## src/design/sqd_pkg.sv

```systemverilog
// Shared constants, item types and the lane arithmetic of the squared L2
// distance block. No dependencies.
package sqd_pkg;

  localparam int unsigned Lanes     = 4;
  localparam int unsigned CodeW     = 8;
  localparam int unsigned CountW    = 3;
  localparam int unsigned SqW       = 2 * CodeW;
  localparam int unsigned LaneSumW  = SqW + $clog2(Lanes + 1);
  localparam int unsigned DistW     = 32;
  localparam int unsigned MidDepth  = 4;
  localparam int unsigned OutDepth  = 2;

  localparam logic [CodeW-1:0] QueryOffset = 8'h80;

  typedef struct packed {
    logic [LaneSumW-1:0] lane_sum;
    logic                last;
  } sqd_item_t;

  typedef struct packed {
    logic [DistW-1:0] distance;
    logic             saturated;
  } sqd_result_t;

  function automatic logic [SqW-1:0] lane_square(input logic [CodeW-1:0] rec,
                                                 input logic [CodeW-1:0] qry);
    logic [CodeW-1:0] raw;
    logic [CodeW:0]   diff;
    logic [CodeW-1:0] mag;
    raw  = rec ^ QueryOffset;
    diff = {1'b0, raw} - {1'b0, qry};
    mag  = diff[CodeW] ? CodeW'(-diff) : diff[CodeW-1:0];
    return SqW'(mag) * SqW'(mag);
  endfunction

endpackage

```

## src/design/query_sq_l2_uint8_distance.sv

```systemverilog
// Top level of the streaming squared L2 distance block between int8 record
// codes and uint8 query codes. Depends on sqd_pkg, sqd_front, sqd_back and
// sqd_fifo.
//
// The input side is a queue: an item is taken at a rising edge with push high
// and full low. Each item carries up to four element pairs; lanes_valid says
// how many low lanes hold real elements (values above four count as four).
// The item marked last_of_record closes the record and produces one result.
// The output side is a queue too: while empty is low the oldest result is on
// distance_o and saturated_o, and it leaves at an edge with pop high.
// An item flows through two front stages (lane squares, then lane sum), a
// four-entry queue and the accumulator, so a result is visible once its
// closing item has passed them and reached the result queue. One item is taken
// every cycle while full is low; the single accumulator add sets the rate.
// A stalled receiver fills the two-entry result queue, then the middle
// queue, and full rises once the front stages hold as well; items that do not
// close a record still drain into the accumulator meanwhile.
// Reset clears the pipeline, both queues and the accumulator; full is low and
// empty is high straight after it.
module query_sq_l2_uint8_distance (
  input  logic                            clk_i,
  input  logic                            rst_ni,
  input  logic                            push,
  output logic                            full,
  input  logic signed [sqd_pkg::CodeW-1:0]  record_lane0_i,
  input  logic signed [sqd_pkg::CodeW-1:0]  record_lane1_i,
  input  logic signed [sqd_pkg::CodeW-1:0]  record_lane2_i,
  input  logic signed [sqd_pkg::CodeW-1:0]  record_lane3_i,
  input  logic [sqd_pkg::CodeW-1:0]       query_lane0_i,
  input  logic [sqd_pkg::CodeW-1:0]       query_lane1_i,
  input  logic [sqd_pkg::CodeW-1:0]       query_lane2_i,
  input  logic [sqd_pkg::CodeW-1:0]       query_lane3_i,
  input  logic [sqd_pkg::CountW-1:0]      lanes_valid_i,
  input  logic                            last_of_record_i,
  output logic                            empty,
  input  logic                            pop,
  output logic [sqd_pkg::DistW-1:0]       distance_o,
  output logic                            saturated_o
);
  import sqd_pkg::*;

  logic [CodeW-1:0] rec   [Lanes];
  logic [CodeW-1:0] qry   [Lanes];
  logic             mid_push, mid_full, mid_pop, mid_empty;
  sqd_item_t        mid_in, mid_out;
  logic             out_push, out_full;
  sqd_result_t      out_in, out_head;

  assign rec[0] = record_lane0_i;
  assign rec[1] = record_lane1_i;
  assign rec[2] = record_lane2_i;
  assign rec[3] = record_lane3_i;
  assign qry[0] = query_lane0_i;
  assign qry[1] = query_lane1_i;
  assign qry[2] = query_lane2_i;
  assign qry[3] = query_lane3_i;

  sqd_front u_front (
    .clk_i         (clk_i),
    .rst_ni        (rst_ni),
    .push          (push),
    .full          (full),
    .rec_i         (rec),
    .qry_i         (qry),
    .lanes_valid_i (lanes_valid_i),
    .last_i        (last_of_record_i),
    .mid_push_o    (mid_push),
    .mid_item_o    (mid_in),
    .mid_full_i    (mid_full)
  );

  sqd_fifo #(
    .Width ($bits(sqd_item_t)),
    .Depth (MidDepth)
  ) u_mid_fifo (
    .clk_i   (clk_i),
    .rst_ni  (rst_ni),
    .push_i  (mid_push),
    .data_i  (mid_in),
    .full_o  (mid_full),
    .pop_i   (mid_pop),
    .data_o  (mid_out),
    .empty_o (mid_empty)
  );

  sqd_back u_back (
    .clk_i        (clk_i),
    .rst_ni       (rst_ni),
    .mid_empty_i  (mid_empty),
    .mid_item_i   (mid_out),
    .mid_pop_o    (mid_pop),
    .out_full_i   (out_full),
    .out_push_o   (out_push),
    .out_result_o (out_in)
  );

  sqd_fifo #(
    .Width ($bits(sqd_result_t)),
    .Depth (OutDepth)
  ) u_out_fifo (
    .clk_i   (clk_i),
    .rst_ni  (rst_ni),
    .push_i  (out_push),
    .data_i  (out_in),
    .full_o  (out_full),
    .pop_i   (pop),
    .data_o  (out_head),
    .empty_o (empty)
  );

  assign distance_o  = out_head.distance;
  assign saturated_o = out_head.saturated;

endmodule

```

## src/design/sqd_fifo.sv

```systemverilog
// Small first-in first-out queue with push/full and pop/empty sides.
// Depends on nothing; used between the front and back parts and at the output.
module sqd_fifo #(
  parameter int unsigned Width = 8,
  parameter int unsigned Depth = 4
) (
  input  logic             clk_i,
  input  logic             rst_ni,
  input  logic             push_i,
  input  logic [Width-1:0] data_i,
  output logic             full_o,
  input  logic             pop_i,
  output logic [Width-1:0] data_o,
  output logic             empty_o
);

  localparam int unsigned PtrW = (Depth > 1) ? $clog2(Depth) : 1;
  localparam int unsigned CntW = $clog2(Depth + 1);

  logic [Width-1:0] mem_q [Depth];
  logic [PtrW-1:0]  wr_ptr_q, rd_ptr_q;
  logic [CntW-1:0]  cnt_q;
  logic             do_push, do_pop;

  assign full_o  = (cnt_q == CntW'(Depth));
  assign empty_o = (cnt_q == '0);
  assign do_push = push_i && !full_o;
  assign do_pop  = pop_i && !empty_o;
  assign data_o  = mem_q[rd_ptr_q];

  always_ff @(posedge clk_i) begin
    if (do_push) begin
      mem_q[wr_ptr_q] <= data_i;
    end
  end

  always_ff @(posedge clk_i or negedge rst_ni) begin
    if (!rst_ni) begin
      wr_ptr_q <= '0;
      rd_ptr_q <= '0;
      cnt_q    <= '0;
    end else begin
      if (do_push) begin
        wr_ptr_q <= (wr_ptr_q == PtrW'(Depth - 1)) ? '0 : wr_ptr_q + 1'b1;
      end
      if (do_pop) begin
        rd_ptr_q <= (rd_ptr_q == PtrW'(Depth - 1)) ? '0 : rd_ptr_q + 1'b1;
      end
      if (do_push && !do_pop) begin
        cnt_q <= cnt_q + 1'b1;
      end else if (do_pop && !do_push) begin
        cnt_q <= cnt_q - 1'b1;
      end
    end
  end

endmodule

```

## src/design/sqd_front.sv

```systemverilog
// Front part: accepts items, masks idle lanes, squares each lane difference
// and sums the lanes into one queue entry. Depends on sqd_pkg.
module sqd_front (
  input  logic                                   clk_i,
  input  logic                                   rst_ni,
  input  logic                                   push,
  output logic                                   full,
  input  logic [sqd_pkg::CodeW-1:0]              rec_i [sqd_pkg::Lanes],
  input  logic [sqd_pkg::CodeW-1:0]              qry_i [sqd_pkg::Lanes],
  input  logic [sqd_pkg::CountW-1:0]             lanes_valid_i,
  input  logic                                   last_i,
  output logic                                   mid_push_o,
  output sqd_pkg::sqd_item_t                     mid_item_o,
  input  logic                                   mid_full_i
);
  import sqd_pkg::*;

  logic [CountW-1:0]   count;
  logic [SqW-1:0]      sq_d [Lanes];
  logic [SqW-1:0]      sq_q [Lanes];
  logic                s1_last_q, s1_valid_q;
  logic [LaneSumW-1:0] lane_sum;
  sqd_item_t           s2_item_q;
  logic                s2_valid_q;
  logic                s1_ready, s2_ready, accept;

  assign s2_ready = !s2_valid_q || !mid_full_i;
  assign s1_ready = !s1_valid_q || s2_ready;
  assign accept   = push && s1_ready;
  assign full     = !s1_ready;

  assign count = (lanes_valid_i > CountW'(Lanes)) ? CountW'(Lanes) : lanes_valid_i;

  always_comb begin
    for (int i = 0; i < Lanes; i++) begin
      sq_d[i] = (CountW'(i) < count) ? lane_square(rec_i[i], qry_i[i]) : '0;
    end
  end

  always_comb begin
    lane_sum = '0;
    for (int i = 0; i < Lanes; i++) begin
      lane_sum = lane_sum + LaneSumW'(sq_q[i]);
    end
  end

  always_ff @(posedge clk_i) begin
    if (accept) begin
      sq_q      <= sq_d;
      s1_last_q <= last_i;
    end
    if (s1_valid_q && s2_ready) begin
      s2_item_q.lane_sum <= lane_sum;
      s2_item_q.last     <= s1_last_q;
    end
  end

  always_ff @(posedge clk_i or negedge rst_ni) begin
    if (!rst_ni) begin
      s1_valid_q <= 1'b0;
      s2_valid_q <= 1'b0;
    end else begin
      if (s1_ready) begin
        s1_valid_q <= push;
      end
      if (s2_ready) begin
        s2_valid_q <= s1_valid_q;
      end
    end
  end

  assign mid_push_o = s2_valid_q && !mid_full_i;
  assign mid_item_o = s2_item_q;

endmodule

```

## src/design/sqd_back.sv

```systemverilog
// Back part: accumulates lane sums with saturation and hands a result to
// the output queue at the end of each record. Depends on sqd_pkg.
module sqd_back (
  input  logic                 clk_i,
  input  logic                 rst_ni,
  input  logic                 mid_empty_i,
  input  sqd_pkg::sqd_item_t   mid_item_i,
  output logic                 mid_pop_o,
  input  logic                 out_full_i,
  output logic                 out_push_o,
  output sqd_pkg::sqd_result_t out_result_o
);
  import sqd_pkg::*;

  logic [DistW-1:0] sum_q, sum_d;
  logic             ovf_q, ovf_d;
  logic [DistW:0]   total;
  logic             carry;
  logic [DistW-1:0] next_sum;

  assign mid_pop_o  = !mid_empty_i && (!mid_item_i.last || !out_full_i);
  assign out_push_o = mid_pop_o && mid_item_i.last;

  assign total    = {1'b0, sum_q} + (DistW + 1)'(mid_item_i.lane_sum);
  assign carry    = total[DistW];
  assign next_sum = carry ? '1 : total[DistW-1:0];

  assign out_result_o.distance  = next_sum;
  assign out_result_o.saturated = ovf_q || carry;

  always_comb begin
    sum_d = sum_q;
    ovf_d = ovf_q;
    if (mid_pop_o) begin
      if (mid_item_i.last) begin
        sum_d = '0;
        ovf_d = 1'b0;
      end else begin
        sum_d = next_sum;
        ovf_d = ovf_q || carry;
      end
    end
  end

  always_ff @(posedge clk_i or negedge rst_ni) begin
    if (!rst_ni) begin
      sum_q <= '0;
      ovf_q <= 1'b0;
    end else begin
      sum_q <= sum_d;
      ovf_q <= ovf_d;
    end
  end

endmodule

```

## config.mk

```make
export PLATFORM = sky130hd
export DESIGN_NAME = query_sq_l2_uint8_distance
export DESIGN_NICKNAME = d
export VERILOG_FILES = /design/src/design/sqd_pkg.sv /design/src/design/query_sq_l2_uint8_distance.sv /design/src/design/sqd_fifo.sv /design/src/design/sqd_front.sv /design/src/design/sqd_back.sv
export SDC_FILE = /design/constraint.sdc
export NUM_CORES = 1
export LEC_CHECK = 0
export BUFFER_PORTS_ARGS = -buffer_cell sky130_fd_sc_hd__buf_4
export CORE_UTILIZATION = 35
export CTS_BUF_LIST = sky130_fd_sc_hd__clkbuf_8 sky130_fd_sc_hd__clkbuf_16
export DETAILED_ROUTE_END_ITERATION = 8
export PLACE_DENSITY_LB_ADDON = 0.25
export RECOVER_POWER = 50
export SYNTH_ARGS = -nofsm -noshare
export SYNTH_HDL_FRONTEND = slang
export SYNTH_SLANG_ARGS = --single-unit
export TNS_END_PERCENT = 5
```

## constraint.sdc

```tcl
create_clock -name clk_i -period 4.1 [get_ports clk_i]
set_input_delay 1.025 -clock clk_i [delete_from_list [all_inputs] [get_ports clk_i]]
set_output_delay 1.025 -clock clk_i [all_outputs]
set_load 0.01 [all_outputs]
```

; Yosys cells after proc, flatten, opt, wreduce, memory -nomap -nowiden
; Memories as Yosys holds them, arrays and structs flattened.
; Cells that the tools add are included.
[op_classes]
reduce_logical = 33
n_lt_le_gt_ge = 5
n_mul = 4
addsub = 20
eq_ne = 4
mux = 20
bitwise_logic = 4
[ops]
columns = operator, count
row1 = multiplier 8 x 8 -> 16 bit, 4
row2 = two-way mux 32 bit, 2
row3 = adder 19 x 16 -> 19 bit, 2
row4 = subtractor 8 x 8 -> 9 bit, 4
row5 = adder 32 x 19 -> 33 bit, 1
row6 = two-way mux 8 bit, 4
row7 = negation 8 bit, 4
row8 = adder 16 x 16 -> 17 bit, 1
row9 = logical AND 1 bit, 13
row10 = logical NOT 1 bit, 12
row11 = two-way mux 3 bit, 3
row12 = two-way mux 2 bit, 4
row13 = two-way mux 1 bit, 7
row14 = adder 2 x 1 -> 2 bit (second input constant), 3
row15 = equality test 2 bit (second input constant), 3
row16 = < comparator 1 x 3 -> 1 bit (first input constant), 2
row17 = < comparator 2 x 3 -> 1 bit (first input constant), 2
row18 = logical OR 1 bit, 4
row19 = inverter 1 bit, 4
row20 = nonzero test 2 bit, 2
row21 = adder 3 x 1 -> 3 bit (second input constant), 1
row22 = equality test 3 bit (second input constant), 1
row23 = > comparator 3 bit (second input constant), 1
row24 = logical NOT 3 bit, 1
row25 = 4 further kinds, 5
[word_totals]
input_bits = 72
n_memories = 2
mem_bits_rw = 146
ff_bits = 131
word_cells = 109
output_inout_bits = 35
[memory_table]
columns = memory, depth, word_bits, rd, rd_ports_with_merged_regs, wr, line
row1 = u_mid_fifo.mem_q, 4, 20, 1, 0, 1, sqd_fifo.sv:20  ; logic [Width-1:0] mem_q [Depth];
row2 = u_out_fifo.mem_q, 2, 33, 1, 0, 1, sqd_fifo.sv:20

; Depth between registers and ports, before layout
[depth]
word_depth = 10
depth_mapped = 29
mapped_depth_nobuf = 29

; Hierarchy
; A second synthesis with hierarchy kept.
[unflattened]
hier_cells = 1934
hier_area_um2 = 21305.4
[by_module_without_submodules]
columns = module, seq_area_each_um2, cells_each, area_per_inst_um2, instances
row1 = sqd_front, 2452.4, 1321, 12390.6, 1
row2 = sqd_fifo (u_mid_fifo), 2577.5, 141, 3323.2, 1
row3 = sqd_back, 825.8, 350, 2861.5, 1
row4 = sqd_fifo (u_out_fifo), 2082.0, 122, 2730.1, 1

; Least setup slack after synthesis
; Ideal clock, no wire load.
[synth_path]
kind = input -> register
start = input port record_lane3_i[0] in the netlist's numbering
end = register u_front.sq_q[15] in the netlist's numbering, data pin
setup_slack_ns = -3.013
stages = 25
arrival_time_ns = 6.858
n_path_buf = 1
required_ns = 3.845
setup_ns = 0.255
path_cell_list = inv_1 -> ha_1 -> fa_1 -> nand2b_1 -> a21oi_1 -> xnor2_1 -> nand2b_1 -> o311ai_0 -> xor2_1 -> clkbuf_1 -> or2_2 -> inv_1 -> fa_1 -> fa_1 -> inv_1 -> fa_1 -> fa_1 -> inv_1 -> ha_1 -> or2_2 -> a21oi_1 -> o31ai_1 -> o41ai_1 -> o21ai_0 -> and3_1
[synth_via]
elab_chain_len = 4
[synth_rtl]
columns = item, line
row1 = start: declaration, query_sq_l2_uint8_distance.sv:28  ; input logic signed [sqd_pkg::CodeW-1:0] record_lane3_i,
row2 = subtractor 8 x 8 -> 9 bit *, sqd_pkg.sv:32  ; diff = {1'b0, raw} - {1'b0, qry};
row3 = negation 8 bit, sqd_pkg.sv:33  ; mag = diff[CodeW] ? CodeW'(-diff) : diff[CodeW-1:0];
row4 = two-way mux 8 bit *, sqd_pkg.sv:33
row5 = multiplier 8 x 8 -> 16 bit *, sqd_pkg.sv:34  ; return SqW'(mag) * SqW'(mag);
row6 = end signal: assignment, sqd_front.sv:49  ; sq_q <= sq_d;
row7 = end: declaration, sqd_front.sv:20  ; logic [SqW-1:0] sq_q [Lanes];
; Every way passes the cells marked *; elsewhere a longest branch is shown, timed or not.
; A chain may end at the register's enable or synchronous reset.

; Final worst setup path
[layout_path]
start = input port record_lane0_i[0] in the netlist's numbering
end = register u_front.sq_q[63] in the netlist's numbering, data pin
[layout_via]
elab_chain_len = 4
[layout_rtl]
columns = item, line
row1 = start: declaration, query_sq_l2_uint8_distance.sv:25  ; input logic signed [sqd_pkg::CodeW-1:0] record_lane0_i,
row2 = subtractor 8 x 8 -> 9 bit *, sqd_pkg.sv:32
row3 = negation 8 bit, sqd_pkg.sv:33
row4 = two-way mux 8 bit *, sqd_pkg.sv:33
row5 = multiplier 8 x 8 -> 16 bit *, sqd_pkg.sv:34
; Marked as above.

==> run summary <==
GRT Total Usage: 14.7%
Max-Cap Viols: 2
FFs w/ async S/R, synth: 17.2%
Final setup margin: -2.22 ns
Area occupied by multi-input gates: 0.0133 sq mm
Fin nets: 2,805
Path category of the worst min-delay check: register to register
Number of synthesized flops with an enable pin: 222
Die H: 246 um
Drt drc: 0
Fin. Hold Viols: 0
Mapped Cells: 1,973
Crit-path max cell delay: 0.50 ns
Fin Setup TNS: -141.33 ns
Max FO, Critical Path: 4
Layout Skew: 0.0305 ns
Final wirelength: 43,400 um
Initial Util: 35.4%
Failing checks: max-capacitance violations, max-slew violations, negative setup slack
Initial antenna violation count: 0
Gp weighted congestion: 0.860
CTS max path bufs: 3
Yosys warns: 0
Clk sink count: 268
Die ar.: 0.0608 sq mm
Critical Path RT: 4.36 ns
Nature of the critical path endpoint: register
Crit start category: input port
R2R depth: 15
Gr ovfl total: 0
Reg clk slew, reported paths: 0.06 ns
Placed Cells: 3,128
Inserted Clock Buffers: 29
CP Data Arrival Time: 6.58 ns
Min Tclk post-route: 6.32 ns
Detail Route Antenna Nets: 0
Fillers: 5,407
Seq/Total Area, Yosys: 37.4%
N_diodes: 0
TritonCTS clock tree: yes
Most frequent cells in the layout: buf_4 (415), inv_1 (287), edfxtp_1 (222)
Rows: 89
Max-slew headroom: -88.8%
Flops & latches, synth: 268
R2R Setup Slk: -0.82 ns
Post-synthesis compound-gate area fraction: 10.7%
Largest family of logic cells by synthesized area: adder cells
Total number of vias: 15.2k
Syn avg cell area: 10.6 sq um
Share of cells above drive strength 1: 33.0%
Status: complete, but fails checks
Max Clk Rate: 158 MHz
Vias in the first global route: 16.0k
Root buffer cell: clkbuf_16
Post-Synth Simple-Gate Area: 11.5%
FF/Latch Area: 0.00782 sq mm
Commonest non-fill, non-tap cell in the layout: buf_4
Hold path cells: 0
# IOs: 107
Adder-Cell Fraction of Synth Area: 23.7%
HPWL after detailed placement: 34,200 um
Reg2reg end: u_out_fifo.mem_q[1][24]
Xor-xnor portion of the synthesized cell area: 6.30%
Hold Path Origin: u_front.s1_last_q
Vias per cell: 4.75
DR WL/cell: 13.6 um
Slowest CP cell: fa_1
Die Wd: 246 um
H-tree Lvls: 1
Tightest Pin Transition: 2.83 ns
Area Growth Syn to Fin: 31.2%
Pin count of the biggest net entering global routing: 47
Fin cells: 3,205
Unique cell type count in the Yosys netlist: 75
Largest cells by area after synthesis: edfxtp_1 (32%), ha_1 (12%), fa_1 (11%), dfrtp_1 (5.5%), inv_1 (5.4%)
Port Buf Inserts: 106
Final setup vio count: 182
Syn Std Cell Area: 0.0209 sq mm
RSZ-0062 raised after global routing: true
Launch point of the worst reg-to-reg path: u_mid_fifo.rd_ptr_q[0]
Core area: 0.0590 sq mm
Area leader, netlist: edfxtp_1
Final slew viol count: 70
Initial drt markers: 500
Multiplexer share of the synthesized area: 4.43%
Hold path endpoint: u_front.mid_item_o[0]
First-pass iteration count of the detailed router: 5
CP most frequent cell: fa_1
Final period util: 154%
Synth Flop Type: edfxtp_1
Clk Latency, worst-skew pair: 0.57 ns
Kind of critical path: input port to register
First-pass GRT wire length: 74,600 um
Post-synth top area share: 31.9%
==> cell type report <==
| class | instances | area share [%] |
|---|---|---|
| Multi-Input combinational cell | 1375 | 48.4 |
| Sequential cell | 268 | 28.5 |
| Timing Repair Buffer | 433 | 12.0 |
| Inverter | 302 | 4.23 |
| Tap cell | 773 | 3.52 |
| Clock buffer | 31 | 2.74 |
| Clock inverter | 23 | 0.643 |
==> kinds of logic (layout without fill, tap and decap cells) <==
kind of cell / after synthesis / after routing
compound gates: 333 / 333
xor+xnor: 148 / 148
fa+ha+maj: 324 / 324
buf+inv: 333 / 789
flops: 268 / 268
mux: 64 / 64
other cells: 1 / 4
simple gates: 502 / 502
==> critical path, delay by kind of cell <==
family                     cells  cell delay, ns
AOI/OAI and AO/OA              5            0.71
xor gates and xnor gates       2            0.39
adders and majority gates      7            2.63
buffers and inverters          7            0.51
and+or+nand+nor                7            1.33
==> synth_stat cells, drive strengths merged (13+ instances only) <==
cell    instances
mux4           19
a22o           20
nor3           41
o21bai         13
edfxtp        222
xor2           65
fa            120
nor2b          17
nand3          31
xnor2          83
a31oi          13
o21a           16
a211oi         13
or2            37
and2           25
dfrtp          46
clkbuf         25
mux2           39
a21o           42
nor2          214
ha            204
a21oi          93
inv           302
nand2b         30
o21ai          60
nand2          63
==> state kept, by name, summed over array words and instances, names as in the netlist, 2 cells and up <==
signal,count
u_mid_fifo.mem_q,76
u_out_fifo.cnt_q,2
u_mid_fifo.wr_ptr_q,2
u_out_fifo.mem_q,66
u_mid_fifo.cnt_q,3
u_mid_fifo.rd_ptr_q,2
u_front.sq_q,60
u_front.mid_item_o,19
u_back.sum_q,32
==> how the worst max path moves through the flow <==
stage	end	slack (ns)	start	cells past startpoint
after detailed placement	u_front.sq_q[31]	-3.10	record_lane2_i[0]	26
after floorplan	u_front.sq_q[47]	-2.45	record_lane1_i[0]	24
after CTS	u_front.sq_q[31]	-2.20	record_lane2_i[0]	27
final	u_front.sq_q[63]	-2.22	record_lane0_i[0]	28
after global placement	u_front.sq_q[31]	-2.98	record_lane2_i[0]	26
after global routing	u_front.sq_q[63]	-2.44	record_lane0_i[0]	28
==> layer usage <==
metal / GRT usage [%] / share of wire (%) / vias up
met5: 0 / 0 / -
met1: 17.7 / 43 / 7327
met2: 27.8 / 52 / 195
li1: - / - / 7647
met4: 3.45 / 2.1 / 0
met3: 1.26 / 2.3 / 57
==> per-stage QoR <==
step	cell area, sq um	hold slack (ns)	utilization (%)	setup slack (ns)
after floorplan	21500	0.400	-	-2.45
after global placement	25500	0.412	43.2	-2.98
after detailed placement	25500	0.412	43.2	-3.10
after CTS	27100	0.399	45.9	-2.20
after global routing	27400	0.411	46.5	-2.44
final	27400	0.408	46.5	-2.22
==> repair_timing <==
action	4_1_cts	5_1_grt
endpoints found under the setup margin	55	66
endpoints found under the hold margin	0	0
buffers inserted	19	4
hold buffers	0	0
pin swaps	90	43
resized for setup	106	67
gates cloned	0	0
Power is left out: the tool's default activity adds up to more than one toggle a clock period on the data nets, which glitch-free logic cannot reach.
